### src/sv/rkcd_pkg.sv
`timescale 1ns / 1ps
// Shared types, codes and constants of the rotary knob CAN decoder.
package rkcd_pkg;

    localparam int IdWidth    = 11;
    localparam int ByteWidth  = 8;
    localparam int RotWidth   = 16;
    localparam int KindWidth  = 3;
    localparam int IndexWidth = 3;
    localparam int PayWidth   = 64;

    // Frame id fields and recognized codes
    localparam logic [IdWidth-1:0] FuncMask   = 11'h780;
    localparam logic [IdWidth-1:0] NodeMask   = 11'h07F;
    localparam logic [IdWidth-1:0] FuncKnob   = 11'h180;
    localparam logic [IdWidth-1:0] NodeKnobA  = 11'h038;
    localparam logic [IdWidth-1:0] NodeKnobB  = 11'h040;
    localparam logic [IdWidth-1:0] FuncHaptic = 11'h580;

    // Button masks, all bits of a mask must be set for "pressed"
    localparam logic [ByteWidth-1:0] MaskKnob = 8'hC1;
    localparam logic [ByteWidth-1:0] MaskMenu = 8'hC4;
    localparam logic [ByteWidth-1:0] MaskUser = 8'hD0;
    localparam logic [ByteWidth-1:0] HapticReserved = 8'h00;

    // Divider: one quotient bit per cycle
    localparam int DivSteps    = RotWidth;
    localparam int DivCntWidth = $clog2(DivSteps + 1);

    // Result slots, emitted lowest first
    localparam int SlotMain   = 0;
    localparam int SlotKnob   = 1;
    localparam int SlotMenu   = 2;
    localparam int SlotUser   = 3;
    localparam int SlotHaptic = 4;
    localparam int NumSlots   = 5;

    typedef enum logic [KindWidth-1:0] {
        EV_STEP_CHANGE = 3'd0,
        EV_ROTATION    = 3'd1,
        EV_KNOB        = 3'd2,
        EV_MENU        = 3'd3,
        EV_USER        = 3'd4,
        EV_HAPTIC      = 3'd5
    } event_kind_t;

    typedef enum logic [IndexWidth-1:0] {
        CFG_HAPTIC_MODE    = 3'd0,
        CFG_CLICK_HARDNESS = 3'd1,
        CFG_STEP_DISTANCE  = 3'd2,
        CFG_STEP_COUNT     = 3'd3,
        CFG_START_POSITION = 3'd4,
        CFG_HILL_SIZE      = 3'd5,
        CFG_END_RESISTANCE = 3'd6
    } cfg_index_t;

    typedef enum logic [1:0] {
        ST_IDLE,
        ST_DECODE,
        ST_DIVIDE,
        ST_EMIT
    } ctrl_state_t;

    typedef struct packed {
        logic load;       // capture the input transaction
        logic div_start;  // seed the divider
        logic div_step;   // one quotient bit
        logic snap;       // fix the result set and update state
        logic emit;       // load the next result into the output register
    } ctrl_cmd_t;

    typedef struct packed {
        logic need_divide;
        logic div_done;
        logic slots_empty;
        logic out_free;
    } dp_status_t;

endpackage

### src/sv/rkcd_ctrl.sv
`timescale 1ns / 1ps
// Controller state machine of the rotary knob CAN decoder.
module rkcd_ctrl (
    input  logic                  clk,
    input  logic                  rst_n,
    input  logic                  in_valid,
    output logic                  in_ready,
    input  rkcd_pkg::dp_status_t  status,
    output rkcd_pkg::ctrl_cmd_t   cmd
);

    rkcd_pkg::ctrl_state_t state_reg;
    rkcd_pkg::ctrl_state_t state_next;

    always_ff @(posedge clk or negedge rst_n)
    begin
        if (!rst_n)
        begin
            state_reg <= rkcd_pkg::ST_IDLE;
        end
        else
        begin
            state_reg <= state_next;
        end
    end

    always_comb
    begin
        state_next = state_reg;
        cmd        = '0;
        in_ready   = 1'b0;
        unique case (state_reg)
            rkcd_pkg::ST_IDLE:
            begin
                in_ready = 1'b1;
                if (in_valid)
                begin
                    cmd.load   = 1'b1;
                    state_next = rkcd_pkg::ST_DECODE;
                end
            end
            rkcd_pkg::ST_DECODE:
            begin
                if (status.need_divide)
                begin
                    cmd.div_start = 1'b1;
                    state_next    = rkcd_pkg::ST_DIVIDE;
                end
                else
                begin
                    cmd.snap   = 1'b1;
                    state_next = rkcd_pkg::ST_EMIT;
                end
            end
            rkcd_pkg::ST_DIVIDE:
            begin
                if (status.div_done)
                begin
                    cmd.snap   = 1'b1;
                    state_next = rkcd_pkg::ST_EMIT;
                end
                else
                begin
                    cmd.div_step = 1'b1;
                end
            end
            rkcd_pkg::ST_EMIT:
            begin
                if (status.slots_empty)
                begin
                    state_next = rkcd_pkg::ST_IDLE;
                end
                else if (status.out_free)
                begin
                    cmd.emit = 1'b1;
                end
            end
            default:
            begin
                state_next = rkcd_pkg::ST_IDLE;
            end
        endcase
    end

endmodule

### src/sv/rkcd_datapath.sv
`timescale 1ns / 1ps
// Datapath of the rotary knob CAN decoder: config, state, divider, result register.
module rkcd_datapath (
    input  logic                  clk,
    input  logic                  rst_n,
    input  rkcd_pkg::ctrl_cmd_t   cmd,
    output rkcd_pkg::dp_status_t  status,
    input  logic                  cfg_we,
    input  logic [2:0]            cfg_index,
    input  logic [7:0]            cfg_data,
    input  logic [10:0]           frame_id,
    input  logic [7:0]            payload_byte_one,
    input  logic [7:0]            payload_byte_two,
    input  logic [7:0]            payload_byte_three,
    output logic                  out_valid,
    input  logic                  out_ready,
    output logic [2:0]            event_kind,
    output logic [7:0]            old_step,
    output logic [7:0]            new_step,
    output logic signed [15:0]    rotation_value,
    output logic                  pressed,
    output logic [15:0]           target_id,
    output logic [63:0]           frame_payload,
    output logic                  last_of_run
);

    // Configuration registers; the start position only loads the step position
    logic [7:0] haptic_mode_reg;
    logic [7:0] click_hardness_reg;
    logic [7:0] step_distance_reg;
    logic [7:0] step_count_reg;
    logic [7:0] hill_size_reg;
    logic [7:0] end_resistance_reg;

    // Block state
    logic [15:0] device_id_reg;
    logic [7:0]  step_position_reg;
    logic [7:0]  button_status_reg;

    // Captured transaction
    logic [10:0] frame_id_reg;
    logic [7:0]  byte_one_reg;
    logic [7:0]  byte_two_reg;
    logic [7:0]  byte_three_reg;

    // Divider
    logic [15:0]                         div_q_reg;
    logic [7:0]                          div_rem_reg;
    logic                                div_neg_reg;
    logic [rkcd_pkg::DivCntWidth-1:0]    div_cnt_reg;
    logic [8:0]                          rem_shift;
    logic                                rem_ge;
    logic [16:0]                         num_sum;

    // Result set
    logic [rkcd_pkg::NumSlots-1:0] slots_reg;
    logic [rkcd_pkg::NumSlots-1:0] slots_next;
    logic                          main_is_rot_reg;
    logic [7:0]                    snap_old_reg;
    logic [7:0]                    snap_new_reg;
    logic [2:0]                    now_reg;

    // Output register
    logic                 out_valid_reg;
    logic [2:0]           kind_reg;
    logic [7:0]           old_step_reg;
    logic [7:0]           new_step_reg;
    logic signed [15:0]   rot_reg;
    logic                 pressed_reg;
    logic [15:0]          target_reg;
    logic [63:0]          payload_reg;
    logic                 last_reg;

    // Decode of the captured frame
    logic        knob_ok;
    logic        haptic_ok;
    logic        sd_zero;
    logic [7:0]  hi_step;
    logic [7:0]  pos;
    logic [2:0]  now_bits;
    logic [2:0]  was_bits;
    logic [63:0] haptic_payload;
    logic        last_now;

    assign knob_ok = ((frame_id_reg & rkcd_pkg::FuncMask) == rkcd_pkg::FuncKnob)
                  && (((frame_id_reg & rkcd_pkg::NodeMask) == rkcd_pkg::NodeKnobA)
                   || ((frame_id_reg & rkcd_pkg::NodeMask) == rkcd_pkg::NodeKnobB));
    assign haptic_ok = (frame_id_reg & rkcd_pkg::FuncMask) == rkcd_pkg::FuncHaptic;
    assign sd_zero   = (step_distance_reg == 8'd0);
    assign hi_step   = (step_count_reg == 8'd0) ? 8'd0 : step_count_reg - 8'd1;

    // Rotation plus half a step, as a 17-bit signed sum
    assign num_sum = {{1{byte_three_reg[7]}}, byte_three_reg, byte_two_reg}
                   + {10'd0, step_distance_reg[7:1]};

    // Negative numerators clamp to zero and quotients above the last step clamp to it
    assign pos = div_neg_reg ? 8'd0
               : (div_q_reg > {8'd0, hi_step}) ? hi_step : div_q_reg[7:0];

    assign now_bits[0] = (byte_one_reg & rkcd_pkg::MaskKnob) == rkcd_pkg::MaskKnob;
    assign now_bits[1] = (byte_one_reg & rkcd_pkg::MaskMenu) == rkcd_pkg::MaskMenu;
    assign now_bits[2] = (byte_one_reg & rkcd_pkg::MaskUser) == rkcd_pkg::MaskUser;
    assign was_bits[0] = (button_status_reg & rkcd_pkg::MaskKnob) == rkcd_pkg::MaskKnob;
    assign was_bits[1] = (button_status_reg & rkcd_pkg::MaskMenu) == rkcd_pkg::MaskMenu;
    assign was_bits[2] = (button_status_reg & rkcd_pkg::MaskUser) == rkcd_pkg::MaskUser;

    always_comb
    begin
        slots_next = '0;
        slots_next[rkcd_pkg::SlotMain] = knob_ok && (sd_zero || (pos != step_position_reg));
        slots_next[rkcd_pkg::SlotKnob] = knob_ok && (now_bits[0] != was_bits[0]);
        slots_next[rkcd_pkg::SlotMenu] = knob_ok && (now_bits[1] != was_bits[1]);
        slots_next[rkcd_pkg::SlotUser] = knob_ok && (now_bits[2] != was_bits[2]);
        slots_next[rkcd_pkg::SlotHaptic] = haptic_ok;
    end

    // Restoring division step
    assign rem_shift = {div_rem_reg, div_q_reg[15]};
    assign rem_ge    = rem_shift >= {1'b0, step_distance_reg};

    assign haptic_payload = {end_resistance_reg, hill_size_reg, rkcd_pkg::HapticReserved,
                             step_position_reg, step_count_reg,
                             4'd0, step_distance_reg[7:4],
                             click_hardness_reg, haptic_mode_reg};

    assign last_now = (slots_reg & (slots_reg - 5'd1)) == '0;

    assign status.need_divide = knob_ok && !sd_zero;
    assign status.div_done    = (div_cnt_reg == '0);
    assign status.slots_empty = (slots_reg == '0);
    assign status.out_free    = !out_valid_reg || out_ready;

    // Configuration and block state
    always_ff @(posedge clk or negedge rst_n)
    begin
        if (!rst_n)
        begin
            haptic_mode_reg    <= 8'd0;
            click_hardness_reg <= 8'd0;
            step_distance_reg  <= 8'd0;
            step_count_reg     <= 8'd1;
            hill_size_reg      <= 8'd0;
            end_resistance_reg <= 8'd0;
            device_id_reg      <= 16'd0;
            step_position_reg  <= 8'd0;
            button_status_reg  <= 8'd0;
        end
        else
        begin
            if (cmd.snap && knob_ok)
            begin
                if (!sd_zero)
                begin
                    step_position_reg <= pos;
                end
                button_status_reg <= byte_one_reg;
            end
            if (cmd.snap && haptic_ok)
            begin
                device_id_reg <= {byte_one_reg, byte_two_reg};
            end
            if (cfg_we)
            begin
                case (cfg_index)
                    rkcd_pkg::CFG_HAPTIC_MODE:    haptic_mode_reg    <= cfg_data;
                    rkcd_pkg::CFG_CLICK_HARDNESS: click_hardness_reg <= cfg_data;
                    rkcd_pkg::CFG_STEP_DISTANCE:  step_distance_reg  <= cfg_data;
                    rkcd_pkg::CFG_STEP_COUNT:     step_count_reg     <= cfg_data;
                    rkcd_pkg::CFG_START_POSITION: step_position_reg  <= cfg_data;
                    rkcd_pkg::CFG_HILL_SIZE:      hill_size_reg      <= cfg_data;
                    rkcd_pkg::CFG_END_RESISTANCE: end_resistance_reg <= cfg_data;
                    default:
                    begin
                    end
                endcase
            end
        end
    end

    // Captured transaction, divider registers and snapshot payload
    always_ff @(posedge clk)
    begin
        if (cmd.load)
        begin
            frame_id_reg   <= frame_id;
            byte_one_reg   <= payload_byte_one;
            byte_two_reg   <= payload_byte_two;
            byte_three_reg <= payload_byte_three;
        end
        if (cmd.div_start)
        begin
            div_q_reg   <= num_sum[15:0];
            div_neg_reg <= num_sum[16];
            div_rem_reg <= 8'd0;
        end
        else if (cmd.div_step)
        begin
            div_q_reg   <= {div_q_reg[14:0], rem_ge};
            div_rem_reg <= rem_ge ? 8'(rem_shift - {1'b0, step_distance_reg})
                                  : rem_shift[7:0];
        end
        if (cmd.snap)
        begin
            main_is_rot_reg <= sd_zero;
            snap_old_reg    <= step_position_reg;
            snap_new_reg    <= pos;
            now_reg         <= now_bits;
        end
    end

    // Control state: divider count, pending slots, output valid
    always_ff @(posedge clk or negedge rst_n)
    begin
        if (!rst_n)
        begin
            div_cnt_reg   <= '0;
            slots_reg     <= '0;
            out_valid_reg <= 1'b0;
        end
        else
        begin
            if (cmd.div_start)
            begin
                div_cnt_reg <= rkcd_pkg::DivCntWidth'(rkcd_pkg::DivSteps);
            end
            else if (cmd.div_step)
            begin
                div_cnt_reg <= div_cnt_reg - rkcd_pkg::DivCntWidth'(1);
            end

            if (cmd.snap)
            begin
                slots_reg <= slots_next;
            end
            else if (cmd.emit)
            begin
                slots_reg <= slots_reg & (slots_reg - 5'd1);
            end

            if (cmd.emit)
            begin
                out_valid_reg <= 1'b1;
            end
            else if (out_ready)
            begin
                out_valid_reg <= 1'b0;
            end
        end
    end

    // Result register: take the lowest pending slot
    always_ff @(posedge clk)
    begin
        if (cmd.emit)
        begin
            old_step_reg <= 8'd0;
            new_step_reg <= 8'd0;
            rot_reg      <= 16'sd0;
            pressed_reg  <= 1'b0;
            target_reg   <= 16'd0;
            payload_reg  <= 64'd0;
            last_reg     <= last_now;
            if (slots_reg[rkcd_pkg::SlotMain])
            begin
                if (main_is_rot_reg)
                begin
                    kind_reg <= rkcd_pkg::EV_ROTATION;
                    rot_reg  <= {byte_three_reg, byte_two_reg};
                end
                else
                begin
                    kind_reg     <= rkcd_pkg::EV_STEP_CHANGE;
                    old_step_reg <= snap_old_reg;
                    new_step_reg <= snap_new_reg;
                end
            end
            else if (slots_reg[rkcd_pkg::SlotKnob])
            begin
                kind_reg    <= rkcd_pkg::EV_KNOB;
                pressed_reg <= now_reg[0];
            end
            else if (slots_reg[rkcd_pkg::SlotMenu])
            begin
                kind_reg    <= rkcd_pkg::EV_MENU;
                pressed_reg <= now_reg[1];
            end
            else if (slots_reg[rkcd_pkg::SlotUser])
            begin
                kind_reg    <= rkcd_pkg::EV_USER;
                pressed_reg <= now_reg[2];
            end
            else
            begin
                kind_reg    <= rkcd_pkg::EV_HAPTIC;
                target_reg  <= device_id_reg;
                payload_reg <= haptic_payload;
            end
        end
    end

    assign out_valid      = out_valid_reg;
    assign event_kind     = kind_reg;
    assign old_step       = old_step_reg;
    assign new_step       = new_step_reg;
    assign rotation_value = rot_reg;
    assign pressed        = pressed_reg;
    assign target_id      = target_reg;
    assign frame_payload  = payload_reg;
    assign last_of_run    = last_reg;

endmodule

### src/sv/rotary_knob_can_decoder_core.sv
`timescale 1ns / 1ps
// Top level of the rotary knob CAN decoder.
//
// Decodes one received CAN frame per input transaction. A knob frame (function
// code 0x180, node 0x38 or 0x40) yields a raw-rotation event (zero step
// distance) or a step-change event when the step position changes, followed
// by up to three button press/release events; a 0x580 frame latches the
// device id and yields one haptic configuration frame; other frames are
// dropped without results. The last result of each frame carries last_of_run.
// Timing: the frame is captured at the accepting edge and decoded in the next
// cycle. With a nonzero step distance, a knob frame then passes through the
// bit-serial restoring divider (one quotient bit per cycle) before the result
// set is fixed; otherwise the result set is fixed in the decode cycle. The
// results are then loaded into the output register one per cycle while the
// consumer does not stall. After the last result is loaded, the controller
// returns to idle and only then accepts the next frame. Configuration writes
// are registered; write them only while idle.
module rotary_knob_can_decoder_core (
    input  logic                clk,
    input  logic                rst_n,
    // Configuration write port
    input  logic                cfg_we,
    input  logic [2:0]          cfg_index,
    input  logic [7:0]          cfg_data,
    // Frame input channel
    input  logic                in_valid,
    output logic                in_ready,
    input  logic [10:0]         frame_id,
    input  logic [7:0]          payload_byte_one,
    input  logic [7:0]          payload_byte_two,
    input  logic [7:0]          payload_byte_three,
    // Result output channel
    output logic                out_valid,
    input  logic                out_ready,
    output logic [2:0]          event_kind,
    output logic [7:0]          old_step,
    output logic [7:0]          new_step,
    output logic signed [15:0]  rotation_value,
    output logic                pressed,
    output logic [15:0]         target_id,
    output logic [63:0]         frame_payload,
    output logic                last_of_run
);

    rkcd_pkg::ctrl_cmd_t  cmd;
    rkcd_pkg::dp_status_t status;

    // Sequence capture, divide, snapshot and per-result emission
    rkcd_ctrl u_ctrl (
        .clk      (clk),
        .rst_n    (rst_n),
        .in_valid (in_valid),
        .in_ready (in_ready),
        .status   (status),
        .cmd      (cmd)
    );

    // Hold config and state, divide, and drive the output register
    rkcd_datapath u_datapath (
        .clk                (clk),
        .rst_n              (rst_n),
        .cmd                (cmd),
        .status             (status),
        .cfg_we             (cfg_we),
        .cfg_index          (cfg_index),
        .cfg_data           (cfg_data),
        .frame_id           (frame_id),
        .payload_byte_one   (payload_byte_one),
        .payload_byte_two   (payload_byte_two),
        .payload_byte_three (payload_byte_three),
        .out_valid          (out_valid),
        .out_ready          (out_ready),
        .event_kind         (event_kind),
        .old_step           (old_step),
        .new_step           (new_step),
        .rotation_value     (rotation_value),
        .pressed            (pressed),
        .target_id          (target_id),
        .frame_payload      (frame_payload),
        .last_of_run        (last_of_run)
    );

endmodule
### config.mk
export PLATFORM = sky130hd
export DESIGN_NAME = rotary_knob_can_decoder_core
export DESIGN_NICKNAME = d
export VERILOG_FILES = /design/src/sv/rkcd_pkg.sv /design/src/sv/rkcd_ctrl.sv /design/src/sv/rkcd_datapath.sv /design/src/sv/rotary_knob_can_decoder_core.sv
export SDC_FILE = /design/constraint.sdc
export NUM_CORES = 1
export LEC_CHECK = 0
export BUFFER_PORTS_ARGS = -buffer_cell sky130_fd_sc_hd__buf_4
export CORE_UTILIZATION = 50
export CTS_CLUSTER_DIAMETER = 40
export DETAILED_ROUTE_END_ITERATION = 7
export GPL_TIMING_DRIVEN = 0
export PLACE_DENSITY = 0.75
export SLEW_MARGIN = 20
export SYNTH_ARGS = -nofsm -noshare
export SYNTH_HDL_FRONTEND = slang
export SYNTH_SLANG_ARGS = --single-unit
### constraint.sdc
create_clock -name clk -period 3.6 [get_ports clk]
set_clock_uncertainty 0.05 [all_clocks]
set_input_delay 1.08 -clock clk [delete_from_list [all_inputs] [get_ports clk]]
set_output_delay 1.08 -clock clk [all_outputs]
set_load 0.005 [all_outputs]
# Word-level counts from Yosys, hierarchy flattened
# Index checks and enable logic that the tools add are counted.
[word_totals] ff_bits=290 input_bits=51 elab_cells=144
[classes] addsub=5 n_lt_le_gt_ge=2 eq_ne=26 mux=42 bitwise=2 n_reduce_logical=34
[ops] operator="2-to-1 mux 8 bit" count=8
[ops] operator="2-to-1 mux 16 bit" count=2
[ops] operator="equality test 3 bit (second input constant)" count=9
[ops] operator="2-to-1 mux 1 bit" count=20
[ops] operator="2-to-1 mux 5 bit" count=4
[ops] operator="adder 16 x 8 -> 17 bit" count=1
[ops] operator="greater-than comparator 16 x 8 -> 1 bit" count=1
[ops] operator="zero test 8 bit" count=2
[ops] operator="zero test 5 bit" count=3
[ops] operator="AND reduction 2 bit" count=7
[ops] operator="subtractor 5 x 1 -> 5 bit (second input constant)" count=2
[ops] operator="greater-or-equal comparator 9 x 8 -> 1 bit" count=1
[ops] operator="2-to-1 mux 3 bit" count=3
[ops] operator="logical AND 1 bit" count=8
[ops] operator="!= test 8 bit" count=1
[ops] operator="case mux 2 bit (4 select lines)" count=1
[ops] operator="subtractor 8 x 1 -> 8 bit (second input constant)" count=1
[ops] operator="subtractor 8 bit" count=1
[ops] operator="equality test 7 x 6 -> 1 bit (second input constant)" count=1
[ops] operator="equality test 7 bit (second input constant)" count=1
[ops] operator="equality test 3 x 2 -> 1 bit (second input constant)" count=2
[ops] operator="2-to-1 mux 2 bit" count=3
[ops] operator="!= test 2 bit (second input constant)" count=3
[ops] operator="nonzero test 2 bit" count=3
[ops] operator="17 further kinds" count=23

# Logic depth before layout (Yosys ltp)
[logic_depth] word_depth=10 mapped_depth=15 depth_no_buf=15

# Cells and area by module
# A second synthesis with hierarchy kept.
[hier_totals] hier_cells=913 area_unflattened_um2=12130.4
[by_module_without_submodules] module="rkcd_datapath" n_inst=1 cells_per_inst=889 area_per_inst_um2=11898.9
[by_module_without_submodules] module="rkcd_ctrl" n_inst=1 cells_per_inst=24 area_per_inst_um2=231.5

# Worst setup path before layout
# Ideal clock, no wire load.
[synth_path] kind="input-to-reg" start="in out_ready" end="reg u_datapath.slots_reg[3] in the netlist's numbering" t_arrival_ps=3699 t_required_ps=3413 path_slack_ps=-287 cell_stages=6 path_cell_list="nand2b_1 > nand2b_1 > inv_1 > nand2_1 > nand3_1 > o31ai_1"
[synth_lines] item="from (decl)" line_no="rotary_knob_can_decoder_core.sv:34" text="input logic out_ready,"
[synth_lines] item="to (signal assigned)" line_no="rkcd_datapath.sv:233" text="slots_reg <= slots_next;"
[synth_lines] item="to (signal assigned)" line_no="rkcd_datapath.sv:237" text="slots_reg <= slots_reg & (slots_reg - 5'd1);"
[synth_lines] item="to (decl)" line_no="rkcd_datapath.sv:56" text="logic [rkcd_pkg::NumSlots-1:0] slots_reg;"

# Final worst setup path
[layout_path] start="reg u_datapath.step_count_reg[2]" end="reg u_datapath.slots_reg[0] in the netlist's numbering"
[layout_between] elab_chain_len=9 elab_cells_between_ends=10 cone_classes="add/sub: 1; order compare: 1; eq/ne: 1; mux: 4; reduce/logical: 3"
[layout_lines] item="from (decl)" line_no="rkcd_datapath.sv:31" text="logic [7:0] step_count_reg;"
[layout_lines] item="from (signal assigned)" line_no="rkcd_datapath.sv:168" text="rkcd_pkg::CFG_STEP_COUNT: step_count_reg <= cfg_data;"
[layout_lines] item="subtractor 8 x 1 -> 8 bit / zero test 8 bit (equally long branches)" line_no="rkcd_datapath.sv:90" text="assign hi_step = (step_count_reg == 8'd0) ? 8'd0 : step_count_reg - 8'd1;"
[layout_lines] item="2-to-1 mux 8 bit *" line_no="rkcd_datapath.sv:90"
[layout_lines] item="greater-than comparator 16 x 8 -> 1 bit" line_no="rkcd_datapath.sv:98" text=": (div_q_reg > {8'd0, hi_step}) ? hi_step : div_q_reg[7:0];"
[layout_lines] item="2-to-1 mux 8 bit *" line_no="rkcd_datapath.sv:98"
[layout_lines] item="2-to-1 mux 8 bit *" line_no="rkcd_datapath.sv:97" text="assign pos = div_neg_reg ? 8'd0"
[layout_lines] item="!= test 8 bit *" line_no="rkcd_datapath.sv:110" text="slots_next[rkcd_pkg::SlotMain] = knob_ok && (sd_zero || (pos != step_position_reg));"
[layout_lines] item="logical OR 1 bit *" line_no="rkcd_datapath.sv:110"
[layout_lines] item="logical AND 1 bit *" line_no="rkcd_datapath.sv:110"
[layout_lines] item="2-to-1 mux 5 bit *" line_no="rkcd_datapath.sv:231" text="if (cmd.snap)"
# Every way passes the cells marked *; elsewhere a longest branch is shown, timed or not.
# A chain may end at the register's enable or synchronous reset.

==> impl_table.tex <==
\begin{tabular}{lr}
\hline
Metric & Value \\
\hline
\multicolumn{2}{l}{\textbf{Worst setup path}} \\
\quad CP most frequent cell & sky130\_fd\_sc\_hd\_\_nand4\_1 \\
\quad Critical path class & reg -> reg \\
\quad Ordered list of cells on the worst path & nor3\_4 > nand3\_2 > or3\_4 > mux2i\_4 > ha\_4 > nand4\_1 > buf\_4 > a211o\_1 > nand3\_4 > mux2\_4 > a222oi\_1 > nor4b\_2 > nand4\_1 > a32o\_1 \\
\quad Register-to-register setup slack & -0.39 ns \\
\quad Required time at the worst-slack endpoint & about 4.0 ns \\
\quad Kind of launch point of the worst setup path & register \\
\quad Reg2Reg Depth & 14 \\
\quad Worst reg2reg endpoint & u\_datapath.slots\_reg[0] \\
\quad CP arrival & 4.34 ns \\
\quad Type of element capturing the critical path & register \\
\quad Highest-delay cell along the critical path & sky130\_fd\_sc\_hd\_\_dfrtp\_2 \\
\quad Largest incremental delay on the critical path & 0.42 ns \\
\quad Source of the worst register-to-register timing path & u\_datapath.step\_count\_reg[2] \\
\quad CP Max Fanout & 7 \\
\multicolumn{2}{l}{\textbf{Synthesis}} \\
\quad Top cells by area, synth & sky130\_fd\_sc\_hd\_\_edfxtp\_1 45\%, sky130\_fd\_sc\_hd\_\_dfrtp\_1 19\%, sky130\_fd\_sc\_hd\_\_mux2\_2 5.1\%, sky130\_fd\_sc\_hd\_\_and2\_1 4.1\%, sky130\_fd\_sc\_hd\_\_ha\_1 3.2\% \\
\quad Post-Synthesis Cell Area & 11850 sq um \\
\quad Number of unique standard cell types used by synthesis & 73 \\
\quad Post-synth EDFFs & 177 \\
\quad Average cell area after synthesis & between 10 and 15 sq um \\
\quad Share of async-settable or async-resettable flops after synthesis & around 33\% \\
\quad Most area-hungry cell type in the Yosys netlist & sky130\_fd\_sc\_hd\_\_edfxtp\_1 \\
\quad Ys flop type & sky130\_fd\_sc\_hd\_\_edfxtp\_1 \\
\quad Synthesis Warnings & 0 \\
\quad Count of state elements after synthesis & 275 \\
\quad Gate Count Post-Synth & between 800 and 900 \\
\quad Synth top area share & between 40\% and 50\% \\
\quad Part of the Yosys area used for sequential elements & between 60\% and 70\% \\
\multicolumn{2}{l}{\textbf{Route}} \\
\quad Number of vias after detailed routing & approximately 7.7k \\
\quad Wire length reported by the detailed router & about 26000 um \\
\quad Remaining number of nets flagged by the antenna check after routing & 0 \\
\quad Routed via count divided by cell count & between 5 and 6 \\
\quad DR WL/cell & $\sim$18 um \\
\quad Number of DRC violations after detailed routing & 0 \\
\quad Number of DRC markers after the initial detailed-route iteration & just under 600 \\
\quad TritonRoute pass-1 iters & 5 \\
\multicolumn{2}{l}{\textbf{Final layout}} \\
\quad Antenna fix cells & 0 \\
\quad Most common library cell in the layout ignoring fill and taps & sky130\_fd\_sc\_hd\_\_buf\_4 \\
\quad Share of post-route cells with drive strength above 1 & between 30\% and 40\% \\
\quad Area growth from synthesis to final layout & 27.70\% \\
\quad Most used cells in the layout excluding fill and tap cells & 186 x sky130\_fd\_sc\_hd\_\_buf\_4, 177 x sky130\_fd\_sc\_hd\_\_edfxtp\_1, 86 x sky130\_fd\_sc\_hd\_\_dfrtp\_1 \\
\quad Final instance area & 15140 sq um \\
\quad \# fillers & around 1.6k \\
\quad Flip-flop count of the largest register, all copies and words added & 52 \\
\quad Total number of nets in the final design & 1189 \\
\multicolumn{2}{l}{\textbf{CTS}} \\
\quad TritonCTS clock tree & yes \\
\quad Clock root cell & sky130\_fd\_sc\_hd\_\_clkbuf\_16 \\
\quad Inserted Clock Buffers & 37 \\
\quad CTS H-tree depth & 2 \\
\quad Hold bufs inserted after CTS & 0 \\
\quad Clock Latency Late Sink & 0.52 ns \\
\quad Clock edge transition at the registers on the reported setup and hold paths & $\sim$0.060 ns \\
\quad Clock tree sinks & between 200 and 300 \\
\quad Number of buffers on the longest clock path & 3 \\
\multicolumn{2}{l}{\textbf{STA}} \\
\quad Crit share post-route & 110.8\% \\
\quad Worst Setup Slack, final & -0.3870 ns \\
\quad Worst hold-check slack & between 0.4 and 0.5 ns \\
\quad Max-slew violation count & 0 \\
\quad Final setup viols & 1 \\
\quad Number of endpoints with negative hold slack in the final report & 0 \\
\quad Period minus WS final & about 4 ns \\
\quad Slew HR & 38.76\% \\
\quad Unrepaired setup endpoints after global routing & true \\
\quad Highest Clock Rate & roughly 250 MHz \\
\quad Worst-Margin Slew & approximately 0.92 ns \\
\multicolumn{2}{l}{\textbf{Floorplan}} \\
\quad Core outline area & between 20000 and 25000 sq um \\
\quad Count of standard-cell rows & 55 \\
\quad Die span in y & around 160 um \\
\quad Area of the die & between 20000 and 25000 sq um \\
\quad Effective utilization at floorplan & approximately 52\% \\
\quad Number of ports placed on the die boundary & 170 \\
\quad Width of the die & 156.0 um \\
\multicolumn{2}{l}{\textbf{Pwr}} \\
\quad Worst supply voltage drop on vdd & 0.4714 mV \\
\quad Cell leakage power & 6.266 nW \\
\quad Power Density & between 700 and 800 nW/um\^{}2 \\
\multicolumn{2}{l}{\textbf{Placed design}} \\
\quad GPL Wtd Cong & $\sim$0.9 \\
\quad IO Port Bufs & around 160 \\
\quad Post-place instance area & 13550 sq um \\
\quad Total half-perimeter wirelength after legalization and detailed placement & 17690 um \\
\quad Worst setup slack before clock tree synthesis & -0.5423 ns \\
\multicolumn{2}{l}{\textbf{Min path}} \\
\quad Class of the most critical hold timing path & reg -> reg \\
\quad Worst hold endpoint & u\_datapath.device\_id\_reg[11] \\
\quad Cell count of the worst hold path & 1 \\
\quad Launch point of the worst hold path & u\_datapath.byte\_one\_reg[3] \\
\multicolumn{2}{l}{\textbf{GRT}} \\
\quad Global router's overall resource usage & between 20\% and 30\% \\
\quad Number of antenna violations at the first check in global routing & 0 \\
\quad Via count of the first global-routing pass & 7587 \\
\quad Congestion Overflow GR & 0 \\
\quad Wire length of the first global-routing pass & 40920 um \\
\quad Largest net degree at the start of global routing & a little over 90 \\
\multicolumn{2}{l}{\textbf{Outcome}} \\
\quad Outcome & complete, but fails checks \\
\quad Failing checks & setup timing \\
\multicolumn{2}{l}{\textbf{Flow run}} \\
\quad Reported max-cap violation count & 0 \\
\hline
\end{tabular}
==> cell usage after synthesis (8+ instances only) <==
cell type	number
sky130_fd_sc_hd__inv_1	29
sky130_fd_sc_hd__dfxtp_1	8
sky130_fd_sc_hd__nor2_1	47
sky130_fd_sc_hd__o21ai_0	50
sky130_fd_sc_hd__nand2_1	57
sky130_fd_sc_hd__edfxtp_1	177
sky130_fd_sc_hd__mux2i_1	15
sky130_fd_sc_hd__a21oi_1	18
sky130_fd_sc_hd__ha_1	30
sky130_fd_sc_hd__mux2_1	9
sky130_fd_sc_hd__buf_4	13
sky130_fd_sc_hd__clkbuf_1	21
sky130_fd_sc_hd__nand3_1	14
sky130_fd_sc_hd__xnor2_1	12
sky130_fd_sc_hd__and2_1	77
sky130_fd_sc_hd__xor2_1	16
sky130_fd_sc_hd__dfrtp_1	89
sky130_fd_sc_hd__mux2_2	54
sky130_fd_sc_hd__and3_1	23
==> worst max-delay path: cells and delay by family (launching register included) <==
family | cells | cell delay, ns
simple gates | 7 | 1.48
flops | 1 | 0.42
mux | 2 | 0.54
compound gates | 3 | 0.89
fa+ha+maj | 1 | 0.29
buf+inv | 1 | 0.20
==> power breakdown <==
| group | switching [W] | leakage [nW] | internal [W] |
|---|---|---|---|
| clock network | 0.00143 | 0.658 | 0.00244 |
| logic | 0.00127 | 2.75 | 0.00102 |
| registers | 0.000399 | 2.86 | 0.00414 |
| total | 0.00309 | 6.27 | 0.00761 |
==> worst max-delay path by stage <==
| stage | depth (start not counted) | start | slack (ns) | end |
|---|---|---|---|---|
| finish | 14 | u_datapath.step_count_reg[2] | -0.39 | u_datapath.slots_reg[0] |
| CTS | 14 | u_datapath.step_count_reg[2] | -0.28 | u_datapath.slots_reg[0] |
| global route | 15 | u_datapath.step_count_reg[1] | -0.60 | u_datapath.slots_reg[0] |
| floorplan | 14 | u_datapath.step_count_reg[4] | 0.03 | u_datapath.slots_reg[0] |
| global placement | 7 | u_datapath.slots_reg[0] | -1.13 | u_datapath.frame_payload[54] |
| detailed placement | 15 | u_datapath.step_count_reg[1] | -0.54 | u_datapath.slots_reg[0] |
==> repair_timing <==
item / 4_1_cts / 5_1_grt
gates cloned: 0 / 0
pin swaps: 12 / 11
gates resized for setup: 12 / 14
setup buffers: 13 / 6
endpoints found under the setup margin: 1 / 15
==> layer usage <==
metal	vias up	wire length [um]	track usage, %
met1	3786	10790	28.42
met4	0	818	9.384
met3	58	1558	3.722
li1	3620	-	-
met5	-	0	0
met2	272	13050	36.82
==> cell families after synthesis <==
kind of cell             after synthesis  share of synthesized area (%)
buffers and inverters                 69                          2.787
flip-flops                           275                          65.21
multiplexers                          79                          7.442
adder cells (fa/ha/maj)               33                          3.589
XOR/XNOR                              28                          2.069
AO/OA/AOI/OAI                        113                          5.806
AND/OR/NAND/NOR                      280                          13.07
other                                  1                        0.03164
==> cell type report <==
| cell class | count | area (sq um) | share of cell area [%] |
|---|---|---|---|
| Clock buffer | 47 | 1069 | 7.060 |
| Sequential cell | 275 | 7732 | 51.09 |
| Tap cell | 313 | 391.6 | 2.587 |
| Clock inverter | 21 | 272.8 | 1.802 |
| Multi-Input combinational cell | 545 | 3944 | 26.06 |
| Buffer | 38 | 214.0 | 1.414 |
| Inverter | 31 | 122.6 | 0.8101 |
| Timing Repair Buffer | 178 | 1390 | 9.184 |
==> per-stage QoR <==
step                total power [W]  instances  TNS (ns)  utilization, %
global placement           0.006621       1357   -118.74           58.72
global route                0.01121       1448   -0.6438           66.05
CTS                         0.01070       1443   -0.2829           65.64
detailed placement         0.006745       1362   -0.5423           59.15
floorplan                  0.006008        889         0               -
finish                      0.01071       1448   -0.3870           66.05
No activity file was read; power rests on OpenSTA's default activity.
